**src/rtl/bra_pkg.sv**
```systemverilog
// ----------------------------------------------------------------------------
// bra_pkg
// Shared constants, status codes and types of the run allocator.
// ----------------------------------------------------------------------------
package bra_pkg;

    localparam int BLOCKS  = 64;
    localparam int IDX_W   = $clog2(BLOCKS);
    localparam int CNT_W   = IDX_W + 1;
    localparam int LEN_W   = 7;
    localparam int START_W = 6;
    localparam int STAT_W  = 2;
    localparam int RUN_W   = (CNT_W > LEN_W) ? CNT_W : LEN_W;

    localparam int IN_TDATA_W   = 16;
    localparam int IN_TUSER_W   = 1;
    localparam int OUT_TDATA_W  = 16;
    localparam int OUT_TUSER_W  = STAT_W;

    localparam logic ACT_ALLOC = 1'b0;
    localparam logic ACT_FREE  = 1'b1;

    localparam logic [STAT_W-1:0] ST_OK      = 2'd0;
    localparam logic [STAT_W-1:0] ST_NOSPACE = 2'd1;
    localparam logic [STAT_W-1:0] ST_BADFREE = 2'd2;
    localparam logic [STAT_W-1:0] ST_ZEROLEN = 2'd3;

    // one memory word per block: occupancy bit plus run length at a start
    typedef struct packed {
        logic             used;
        logic [LEN_W-1:0] len;
    } bra_entry_t;

    typedef struct packed {
        logic             rd_en;
        logic [IDX_W-1:0] rd_addr;
        logic             wr_en;
        logic [IDX_W-1:0] wr_addr;
        bra_entry_t       wr_data;
    } bra_mem_req_t;

    typedef struct packed {
        logic [STAT_W-1:0]  status;
        logic [START_W-1:0] start;
        logic [LEN_W-1:0]   len;
    } bra_result_t;

endpackage

```
**src/rtl/bra_mem.sv**
```systemverilog
// ----------------------------------------------------------------------------
// bra_mem
// Block table memory: one entry per block, registered read, per-entry valid.
// ----------------------------------------------------------------------------
module bra_mem
(
    input  logic                  clk,
    input  logic                  rst_n,
    input  bra_pkg::bra_mem_req_t req,
    output bra_pkg::bra_entry_t   rd_data
);

    bra_pkg::bra_entry_t         mem [bra_pkg::BLOCKS];
    bra_pkg::bra_entry_t         rd_data_reg;
    logic                        rd_vld_reg;
    logic [bra_pkg::BLOCKS-1:0]  valid_reg;

    // never-written entries read as free, length zero
    always_ff @(posedge clk or negedge rst_n)
    begin
        if (!rst_n)
        begin
            valid_reg  <= '0;
            rd_vld_reg <= 1'b0;
        end
        else
        begin
            if (req.wr_en)
            begin
                valid_reg[req.wr_addr] <= 1'b1;
            end
            if (req.rd_en)
            begin
                rd_vld_reg <= valid_reg[req.rd_addr];
            end
        end
    end

    always_ff @(posedge clk)
    begin
        if (req.wr_en)
        begin
            mem[req.wr_addr] <= req.wr_data;
        end
        if (req.rd_en)
        begin
            rd_data_reg <= mem[req.rd_addr];
        end
    end

    assign rd_data = rd_vld_reg ? rd_data_reg : '0;

endmodule

```
**src/rtl/bra_ctrl.sv**
```systemverilog
// ----------------------------------------------------------------------------
// bra_ctrl
// Sequencer: first-fit scan, run marking, free check and run release.
// ----------------------------------------------------------------------------
module bra_ctrl
(
    input  logic                          clk,
    input  logic                          rst_n,
    input  logic                          in_valid,
    output logic                          in_ready,
    input  logic                          in_action,
    input  logic [bra_pkg::LEN_W-1:0]     in_len,
    input  logic [bra_pkg::START_W-1:0]   in_sb,
    output bra_pkg::bra_mem_req_t         mreq,
    input  bra_pkg::bra_entry_t           rd_data,
    output logic                          res_valid,
    input  logic                          res_ready,
    output bra_pkg::bra_result_t          res
);

    localparam logic [2:0] S_IDLE = 3'd0;
    localparam logic [2:0] S_SCAN = 3'd1;
    localparam logic [2:0] S_MARK = 3'd2;
    localparam logic [2:0] S_FCHK = 3'd3;
    localparam logic [2:0] S_FCLR = 3'd4;
    localparam logic [2:0] S_RESP = 3'd5;

    localparam logic [bra_pkg::IDX_W-1:0] LAST_IDX = bra_pkg::IDX_W'(bra_pkg::BLOCKS - 1);

    logic [2:0]                  state_reg,  state_next;
    logic [bra_pkg::LEN_W-1:0]   len_reg,    len_next;
    logic [bra_pkg::CNT_W-1:0]   cnt_reg,    cnt_next;
    logic                        pend_reg,   pend_next;
    logic [bra_pkg::IDX_W-1:0]   chk_reg,    chk_next;
    logic [bra_pkg::RUN_W-1:0]   run_reg,    run_next;
    logic [bra_pkg::IDX_W-1:0]   start_reg,  start_next;
    logic [bra_pkg::IDX_W-1:0]   wr_idx_reg, wr_idx_next;
    logic [bra_pkg::RUN_W-1:0]   remain_reg, remain_next;
    bra_pkg::bra_result_t        res_reg,    res_next;

    logic                        issue;
    logic [bra_pkg::RUN_W-1:0]   run_inc;

    assign run_inc = run_reg + bra_pkg::RUN_W'(1);

    always_comb
    begin
        state_next  = state_reg;
        len_next    = len_reg;
        cnt_next    = cnt_reg;
        pend_next   = pend_reg;
        chk_next    = chk_reg;
        run_next    = run_reg;
        start_next  = start_reg;
        wr_idx_next = wr_idx_reg;
        remain_next = remain_reg;
        res_next    = res_reg;
        mreq        = '0;
        in_ready    = 1'b0;
        res_valid   = 1'b0;
        issue       = 1'b0;

        unique case (state_reg)
            S_IDLE:
            begin
                in_ready = 1'b1;
                if (in_valid)
                begin
                    len_next = in_len;
                    if (in_action == bra_pkg::ACT_ALLOC)
                    begin
                        if (in_len == '0)
                        begin
                            res_next   = '{bra_pkg::ST_ZEROLEN, '0, '0};
                            state_next = S_RESP;
                        end
                        else
                        begin
                            cnt_next   = '0;
                            pend_next  = 1'b0;
                            run_next   = '0;
                            state_next = S_SCAN;
                        end
                    end
                    else if (int'(in_sb) >= bra_pkg::BLOCKS)
                    begin
                        res_next   = '{bra_pkg::ST_BADFREE, '0, '0};
                        state_next = S_RESP;
                    end
                    else
                    begin
                        mreq.rd_en   = 1'b1;
                        mreq.rd_addr = bra_pkg::IDX_W'(in_sb);
                        start_next   = bra_pkg::IDX_W'(in_sb);
                        state_next   = S_FCHK;
                    end
                end
            end

            S_SCAN:
            begin
                // read block cnt, judge block cnt-1 returned this cycle
                issue        = (cnt_reg < bra_pkg::CNT_W'(bra_pkg::BLOCKS));
                mreq.rd_en   = issue;
                mreq.rd_addr = cnt_reg[bra_pkg::IDX_W-1:0];
                if (issue)
                begin
                    cnt_next = cnt_reg + bra_pkg::CNT_W'(1);
                end
                pend_next = issue;
                chk_next  = cnt_reg[bra_pkg::IDX_W-1:0];
                if (pend_reg)
                begin
                    if (rd_data.used)
                    begin
                        run_next = '0;
                    end
                    else
                    begin
                        run_next = run_inc;
                    end
                    if (!rd_data.used && run_inc == bra_pkg::RUN_W'(len_reg))
                    begin
                        start_next  = bra_pkg::IDX_W'(bra_pkg::CNT_W'(chk_reg)
                                      + bra_pkg::CNT_W'(1) - bra_pkg::CNT_W'(len_reg));
                        wr_idx_next = bra_pkg::IDX_W'(bra_pkg::CNT_W'(chk_reg)
                                      + bra_pkg::CNT_W'(1) - bra_pkg::CNT_W'(len_reg));
                        remain_next = bra_pkg::RUN_W'(len_reg);
                        state_next  = S_MARK;
                    end
                    else if (chk_reg == LAST_IDX)
                    begin
                        res_next   = '{bra_pkg::ST_NOSPACE, '0, '0};
                        state_next = S_RESP;
                    end
                end
            end

            S_MARK:
            begin
                mreq.wr_en        = 1'b1;
                mreq.wr_addr      = wr_idx_reg;
                mreq.wr_data.used = 1'b1;
                mreq.wr_data.len  = (wr_idx_reg == start_reg) ? len_reg : '0;
                wr_idx_next       = wr_idx_reg + bra_pkg::IDX_W'(1);
                remain_next       = remain_reg - bra_pkg::RUN_W'(1);
                if (remain_reg == bra_pkg::RUN_W'(1))
                begin
                    res_next   = '{bra_pkg::ST_OK, bra_pkg::START_W'(start_reg), len_reg};
                    state_next = S_RESP;
                end
            end

            S_FCHK:
            begin
                // recorded length is cleared whatever the outcome
                mreq.wr_en        = 1'b1;
                mreq.wr_addr      = start_reg;
                mreq.wr_data.used = rd_data.used;
                mreq.wr_data.len  = '0;
                if (rd_data.len == '0 || !rd_data.used)
                begin
                    res_next   = '{bra_pkg::ST_BADFREE, '0, '0};
                    state_next = S_RESP;
                end
                else
                begin
                    mreq.wr_data.used = 1'b0;
                    res_next    = '{bra_pkg::ST_OK, bra_pkg::START_W'(start_reg), rd_data.len};
                    remain_next = bra_pkg::RUN_W'(rd_data.len) - bra_pkg::RUN_W'(1);
                    wr_idx_next = start_reg + bra_pkg::IDX_W'(1);
                    if (rd_data.len == bra_pkg::LEN_W'(1) || start_reg == LAST_IDX)
                    begin
                        state_next = S_RESP;
                    end
                    else
                    begin
                        state_next = S_FCLR;
                    end
                end
            end

            S_FCLR:
            begin
                mreq.wr_en   = 1'b1;
                mreq.wr_addr = wr_idx_reg;
                mreq.wr_data = '0;
                wr_idx_next  = wr_idx_reg + bra_pkg::IDX_W'(1);
                remain_next  = remain_reg - bra_pkg::RUN_W'(1);
                if (remain_reg == bra_pkg::RUN_W'(1) || wr_idx_reg == LAST_IDX)
                begin
                    state_next = S_RESP;
                end
            end

            S_RESP:
            begin
                res_valid = 1'b1;
                if (res_ready)
                begin
                    state_next = S_IDLE;
                end
            end

            default:
            begin
                state_next = S_IDLE;
            end
        endcase
    end

    always_ff @(posedge clk or negedge rst_n)
    begin
        if (!rst_n)
        begin
            state_reg <= S_IDLE;
            pend_reg  <= 1'b0;
        end
        else
        begin
            state_reg <= state_next;
            pend_reg  <= pend_next;
        end
    end

    always_ff @(posedge clk)
    begin
        len_reg    <= len_next;
        cnt_reg    <= cnt_next;
        chk_reg    <= chk_next;
        run_reg    <= run_next;
        start_reg  <= start_next;
        wr_idx_reg <= wr_idx_next;
        remain_reg <= remain_next;
        res_reg    <= res_next;
    end

    assign res = res_reg;

endmodule

```
**src/rtl/bra_obuf.sv**
```systemverilog
// ----------------------------------------------------------------------------
// bra_obuf
// Output beat register; frees the sequencer while a result waits downstream.
// ----------------------------------------------------------------------------
module bra_obuf
(
    input  logic                                clk,
    input  logic                                rst_n,
    input  logic                                load_valid,
    output logic                                load_ready,
    input  bra_pkg::bra_result_t                load_data,
    output logic                                m_axis_tvalid,
    input  logic                                m_axis_tready,
    output logic [bra_pkg::OUT_TDATA_W-1:0]     m_axis_tdata,
    output logic [bra_pkg::OUT_TUSER_W-1:0]     m_axis_tuser
);

    logic                  valid_reg;
    bra_pkg::bra_result_t  data_reg;

    assign load_ready = !valid_reg || m_axis_tready;

    always_ff @(posedge clk or negedge rst_n)
    begin
        if (!rst_n)
        begin
            valid_reg <= 1'b0;
        end
        else if (load_valid && load_ready)
        begin
            valid_reg <= 1'b1;
        end
        else if (m_axis_tready)
        begin
            valid_reg <= 1'b0;
        end
    end

    always_ff @(posedge clk)
    begin
        if (load_valid && load_ready)
        begin
            data_reg <= load_data;
        end
    end

    assign m_axis_tvalid = valid_reg;
    assign m_axis_tdata  = bra_pkg::OUT_TDATA_W'({data_reg.len, data_reg.start});
    assign m_axis_tuser  = data_reg.status;

endmodule

```
**src/rtl/bitmap_run_allocator.sv**
```systemverilog
// ----------------------------------------------------------------------------
// bitmap_run_allocator
// First-fit allocator of contiguous block runs over a per-block memory table.
// ----------------------------------------------------------------------------
// Usage:
//   Slave channel takes one request beat: tuser = action (0 alloc, 1 free),
//   tdata = run_length / start_block. Master channel returns exactly one
//   result beat per request: tuser = status, tdata = start / length.
//   One request is in flight at a time; s_axis_tready is high only while the
//   sequencer is idle.
// Sequence (accept to result loaded):
//   zero-length alloc or out-of-range free: the result is loaded directly.
//   alloc: first-fit scan from block 0 to the end block E of the first fit
//     (or to BLOCKS-1 on no space), then one write per granted block.
//   free: read and check of the start block (the check writes the start
//     block), then one write per further released block.
//   Throughput is bound by the one read and one write port of the block
//   table; a request is longest when the whole map is granted in one run.
// Reset: all blocks free, all recorded lengths zero, both channels idle.
// Stall: the result sits in an output register; the sequencer goes back to
//   idle and takes the next request, but holds its next result until the
//   register is drained.
// ----------------------------------------------------------------------------
module bitmap_run_allocator
(
    input  logic                                clk,
    input  logic                                rst_n,
    // request channel
    input  logic                                s_axis_tvalid,
    output logic                                s_axis_tready,
    input  logic [bra_pkg::IN_TDATA_W-1:0]      s_axis_tdata,   // [6:0] run_length, [12:7] start_block
    input  logic [bra_pkg::IN_TUSER_W-1:0]      s_axis_tuser,   // [0] action
    // result channel
    output logic                                m_axis_tvalid,
    input  logic                                m_axis_tready,
    output logic [bra_pkg::OUT_TDATA_W-1:0]     m_axis_tdata,   // [5:0] granted_start, [12:6] granted_length
    output logic [bra_pkg::OUT_TUSER_W-1:0]     m_axis_tuser    // [1:0] status
);

    bra_pkg::bra_mem_req_t  mreq;
    bra_pkg::bra_entry_t    rd_data;
    bra_pkg::bra_result_t   res;
    logic                   res_valid;
    logic                   res_ready;

    // block table: occupancy bit + recorded run length per block
    bra_mem u_mem
    (
        .clk     (clk),
        .rst_n   (rst_n),
        .req     (mreq),
        .rd_data (rd_data)
    );

    bra_ctrl u_ctrl
    (
        .clk       (clk),
        .rst_n     (rst_n),
        .in_valid  (s_axis_tvalid),
        .in_ready  (s_axis_tready),
        .in_action (s_axis_tuser[0]),
        .in_len    (s_axis_tdata[bra_pkg::LEN_W-1:0]),
        .in_sb     (s_axis_tdata[bra_pkg::LEN_W +: bra_pkg::START_W]),
        .mreq      (mreq),
        .rd_data   (rd_data),
        .res_valid (res_valid),
        .res_ready (res_ready),
        .res       (res)
    );

    bra_obuf u_obuf
    (
        .clk           (clk),
        .rst_n         (rst_n),
        .load_valid    (res_valid),
        .load_ready    (res_ready),
        .load_data     (res),
        .m_axis_tvalid (m_axis_tvalid),
        .m_axis_tready (m_axis_tready),
        .m_axis_tdata  (m_axis_tdata),
        .m_axis_tuser  (m_axis_tuser)
    );

endmodule

```
**config.mk**
```make
export PLATFORM = sky130hd
export DESIGN_NAME = bitmap_run_allocator
export DESIGN_NICKNAME = d
export VERILOG_FILES = /design/src/rtl/bra_pkg.sv /design/src/rtl/bra_mem.sv /design/src/rtl/bra_ctrl.sv /design/src/rtl/bra_obuf.sv /design/src/rtl/bitmap_run_allocator.sv
export SDC_FILE = /design/constraint.sdc
export NUM_CORES = 1
export LEC_CHECK = 0
export BUFFER_PORTS_ARGS = -buffer_cell sky130_fd_sc_hd__buf_2
export CORE_MARGIN = 2
export CORE_UTILIZATION = 65
export CTS_CLUSTER_DIAMETER = 50
export DETAILED_ROUTE_END_ITERATION = 6
export GPL_ROUTABILITY_DRIVEN = 0
export GPL_TIMING_DRIVEN = 0
export PLACE_DENSITY_LB_ADDON = 0.2
export SLEW_MARGIN = 20
export SYNTH_ARGS = -nofsm -noshare
export SYNTH_HDL_FRONTEND = slang
export SYNTH_SLANG_ARGS = --single-unit
```
**constraint.sdc**
```tcl
create_clock -name clk -period 12.8 [get_ports clk]
set_clock_uncertainty 0.15 [all_clocks]
set_input_delay 0.64 -clock clk [delete_from_list [all_inputs] [get_ports clk]]
set_output_delay 0.64 -clock clk [all_outputs]
set_load 0.02 [all_outputs]
```
=== Word-level counts from Yosys, hierarchy flattened ===
Memories as Yosys holds them, arrays and structs flattened. A register that Yosys moved wholly into a read port is not among the register bits.
Cells that the tools add are included.

* Input bits: 21
* Memories: 1
* Bits in writable memories: 512
* Register bits after elaboration: 146
* Output and inout port bits: 20
* Logic and storage cells: 145

{| class="wikitable"
|+ Memory list
! name !! words !! bits a word !! read ports !! clocked after Yosys merged registers in !! write ports !! line !! RTL
|-
| u_mem.mem || 64 || 8 || 1 || 1 || 1 || bra_mem.sv:13 || <nowiki>bra_pkg::bra_entry_t mem [bra_pkg::BLOCKS];</nowiki>
|}

* Multiplexer cells: 61
* Equal/unequal tests: 27
* Add/subtract/negate cells: 8
* Bitwise gates (word level): 1
* $lt $le $gt $ge: 4
* Reduce and logical (&&, ||, !) cells: 25

{| class="wikitable"
|+ Operators by type and width
! kind !! count
|-
| two-way mux 15 bit || 8
|-
| two-way mux 7 bit || 12
|-
| OR 64 bit || 1
|-
| case mux 15 bit (4 select lines) || 1
|-
| case mux 15 bit (3 select lines) || 1
|-
| case mux 7 bit (2 select lines) || 3
|-
| two-way mux 3 bit || 10
|-
| two-way mux 6 bit || 5
|-
| case mux 7 bit (3 select lines) || 1
|-
| adder 6 x 1 -> 6 bit (second input constant) || 3
|-
| == test 6 bit (second input constant) || 3
|-
| case mux 3 bit (6 select lines) || 1
|-
| case mux 6 bit (3 select lines) || 1
|-
| != test 2 x 1 -> 1 bit (second input constant) || 8
|-
| AND reduction 5 bit || 3
|-
| adder 7 x 1 -> 7 bit (second input constant) || 2
|-
| == test 7 x 1 -> 1 bit (second input constant) || 2
|-
| zero test 7 bit || 2
|-
| < comparator 6 x 7 -> 1 bit (second input constant) || 2
|-
| subtractor 7 x 1 -> 7 bit (second input constant) || 2
|-
| two-way mux 1 bit || 13
|-
| != test 2 bit (second input constant) || 6
|-
| case mux 6 bit (2 select lines) || 1
|-
| two-way mux 8 bit || 1
|-
| other kinds (24) || 34
|}

=== Logic depth before layout (Yosys ltp) ===
* Depth in word-level cells: 10
* Gate-level depth with buffers: 13
* Gate-level depth less buffers: 13

=== Hierarchy ===
From an unflattened synthesis, not the netlist that was laid out.

* Cell total of the unflattened synthesis: 1568
* Area total of the unflattened synthesis: 27381.3 um^2

{| class="wikitable"
|+ Modules (own cells, without submodules)
! module !! cells each !! seq. area each (um^2) !! area each (um^2) !! instances
|-
| bra_mem || 1133 || 17241.5 || 22690.5 || 1
|-
| bra_ctrl || 412 || 1931.9 || 4160.2 || 1
|-
| bra_obuf || 23 || 475.5 || 530.5 || 1
|}

=== Least setup slack after synthesis ===
OpenSTA, ideal clock, no wires.

* Kind: register to register
* From: reg u_ctrl.state_reg[0]
* To: mem u_mem.mem[0][0] in the netlist's numbering, data pin
* Slack: 8.294 ns
* Data required time: 11.970 ns
* Arrival: 3.676 ns
* Setup time: 0.680 ns
* Clock period less this slack: 4.506 ns
* Cell stages (with the launch flop): 6
* Buffers on the path: 2
* Cell sequence: dfrtp_1 -> buf_2 -> clkbuf_1 -> nor2_1 -> nand3_1 -> nor3_1

{| class="wikitable"
|+ RTL lines
! element !! line !! RTL
|-
| from (decl) || bra_ctrl.sv:30 || <nowiki>logic [2:0] state_reg, state_next;</nowiki>
|-
| from (signal assigned) || bra_ctrl.sv:221 || <nowiki>state_reg <= state_next;</nowiki>
|-
| to (decl) || bra_mem.sv:13 ||
|}

=== Worst setup path in the final report ===
* From: reg u_ctrl.state_reg[1]
* To: mem u_mem.mem[19][6] in the netlist's numbering (enable)

* Longest elaborated chain between the ends: 4
* Elaborated cells on any way between the ends: 6
* Those cells by class: eq/ne (3); mux (3)

{| class="wikitable"
|+ RTL lines
! element !! line !! RTL
|-
| == test 3 bit / == test 3 x 2 -> 1 bit (equally long branches) || bra_ctrl.sv:63 || <nowiki>unique case (state_reg)</nowiki>
|-
| case mux 15 bit (3 select lines) (*) || bra_ctrl.sv:63 ||
|-
| two-way mux 1 bit || bra_mem.sv:41 || <nowiki>if (req.wr_en)</nowiki>
|-
| two-way mux 1 bit (implied by the code) || bra_mem.sv:43 || <nowiki>mem[req.wr_addr] <= req.wr_data;</nowiki>
|}

Every way passes the cells marked *; elsewhere a longest branch is shown, timed or not.

==> flow_metrics.tcl <==
set metrics [dict create \
    first_iter_violations 3479 \
    synth_seq_cells 666 \
    setup_violations 0 \
    synth_area_leaders "edfxtp_1 (64%), dfrtp_1 (6.3%), nand2_1 (6.0%), a21oi_1 (3.0%), mux2i_1 (2.3%)" \
    wirelength_mm 78.5 \
    ant_nets 0 \
    max-slew-margin-rel 0.281 \
    final_util 0.745 \
    cts_resized 0 \
    max_stage_delay_ns 0.97 \
    grt_pass1_vias 18900 \
    largest_reg_flops 512 \
    grt_pass1_wl_mm 116 \
    syn-cell-area_mm2 0.0279 \
    yosysTopAreaCell "edfxtp_1" \
    synth_edf_count 596 \
    crit_top_cell "nor2_1" \
    placed_cells 2780 \
    cpMaxStageDelayCell "nor2_1" \
    syn_to_final_growth_pct 12.5 \
    path_class "flop to flop" \
    slew_violations 0 \
    cts_tree "yes" \
    critPathLaunchType "flop" \
    finalCritPeriodShare 0.314 \
    cts_setup_buffers 0 \
    endpoint_kind "flop" \
    cts.sinks 666 \
    maxCapViolCount 0 \
    max-vdd-ir-drop_mv 0.143 \
    io_buffers 34 \
    design_area_mm2 0.0315 \
    finalPower_mw 7.10 \
    hold_class "input port to flop" \
    ios 41 \
    initial_core_util 0.662 \
    clock.fmax_mhz 249 \
    cts_hold_buf 1 \
    final_cells 2905 \
    cts_made_buffers 68 \
    antennaDiodeCount 0 \
    hold_ws_ns 0.0851 \
    synthDistinctLibCells 72 \
    path_cells "buf_2, nand2b_1, a21oi_1, nor2_1, clkbuf_1, nor2_1, nand2_1, nor2_1" \
    cts.clk_slew.worst_paths_ns 0.06 \
    r2r_cells 8 \
    die_area_mm2 0.0447 \
    ys_warn_count 0 \
    holdPathStages 1 \
    hold_viol_final 0 \
    firstDrtPassIters 6 \
    clk_latency_ns 0.60 \
    syn_inst 2166 \
    root_buffer "clkbuf_16" \
    tightest_slew_ns 1.08 \
    die_w_um 211 \
    htree_levels 3 \
    p_per_area_mw_per_mm2 226 \
    yosysSeqAreaShare 0.703 \
    fp.dieH_um 211 \
    drive_above_1_share 0.135 \
    status "completed" \
    cp.arrival_ns 4.08 \
    grt_overflow_total 0 \
    dr_total_vias 19600 \
    row_count 75 \
    synth-main-ff-cell "edfxtp_1" \
    clockBufferDepth 3 \
    setup_ws_ns 8.78 \
    post-place-ws_ns 8.81 \
    rsz0062_at_grt "false" \
    synth_top_area_frac 0.640 \
    core_mm2 0.0422 \
    ys_top_cells_by_count "edfxtp_1 (596), nand2_1 (449), a21oi_1 (169)" \
    dpl.hpwl_mm 54.0 \
    wl_per_cell_um 27.0 \
    antenna_found_initial 1 \
    grt_max_degree 65 \
    avgSynthCellArea_um2 12.9 \
    fin_nets 2351 \
    synth_most_common_cell "edfxtp_1" \
    placed_cell_area_mm2 0.0292 \
    r2r_setup_slack_ns 8.78 \
    period_minus_slack_ns 4.02 \
    cp.required_ns 12.86 \
    vias_per_cell 6.76 \
    async_flop_share 0.105 \
    worstPathMaxFanout 10 \
    tns_ns 0 \
    grt_util_all_layers 0.359 \
    p_leak_nw 11.8 \
    drc_errors 0 \
]
==> worst max-delay path: cells and delay by family, from the launching register on <==
kind	cells	cell delay, ns
buffers and inverters	2	0.46
AO/OA/AOI/OAI	1	0.56
flip-flops	1	0.37
AND/OR/NAND/NOR	5	2.09
==> kinds of logic after synthesis <==
family                     share of synthesized area
and+or+nand+nor                                0.134
DFF                                            0.703
AOI/OAI and AO/OA                             0.0935
buffers and inverters                         0.0236
muxes                                         0.0237
xor gates and xnor gates                      0.0137
adders and majority gates                    0.00833
other                                       0.000134
==> final timing paths <==
kind,startpoint,to
max in group asynchronous,rst_n,u_mem.valid_reg[11]
setup / recovery,u_ctrl.state_reg[1],u_mem.mem[19][6]
setup reg to reg,u_ctrl.state_reg[1],u_mem.mem[19][6]
hold reg to reg,u_ctrl.res[8],u_obuf.m_axis_tdata[1]
hold / removal,s_axis_tdata[6],u_ctrl.len_reg[6]
min in group asynchronous,rst_n,u_obuf.m_axis_tvalid
==> metal layers <==
layer,GRT usage,wire [µm]
met2,0.551,35600
met5,0,10
met4,0.204,5100
met3,0.0841,9750
met1,0.477,28100
==> where the power goes <==
| group | total, mW | switching, mW | internal [mW] | leakage, nW |
|---|---|---|---|---|
| Clock | 1.97 | 0.825 | 1.15 | 1.07 |
| Sequential | 2.65 | 0.0983 | 2.55 | 7.15 |
| Combinational | 2.48 | 1.80 | 0.681 | 3.56 |
| Total | 7.10 | 2.72 | 4.38 | 11.8 |
==> placed cells by master (no fill, tap or decap), drive strengths merged, types with 17 or more instances in the layout <==
cell / instances
nand3: 91
ha: 17
inv: 25
mux2i: 65
edfxtp: 596
clkinv: 26
nand2: 449
xnor2: 22
buf: 135
o21ai: 43
nand4: 44
a31oi: 20
a22oi: 53
dfrtp: 70
a221oi: 19
nor2: 116
or2: 63
clkbuf: 147
a21oi: 170
==> cell type report <==
class	instances	area, µm²
Clock inverter	37	394
Timing Repair Buffer	74	572
Clock buffer	87	1800
Sequential cell	666	19600
Fill cell	2624	10800
Inverter	23	91.3
Multi-Input combinational cell	1357	7700
Tap cell	539	674
Buffer	122	569
Power figures use the tool's default switching activity.
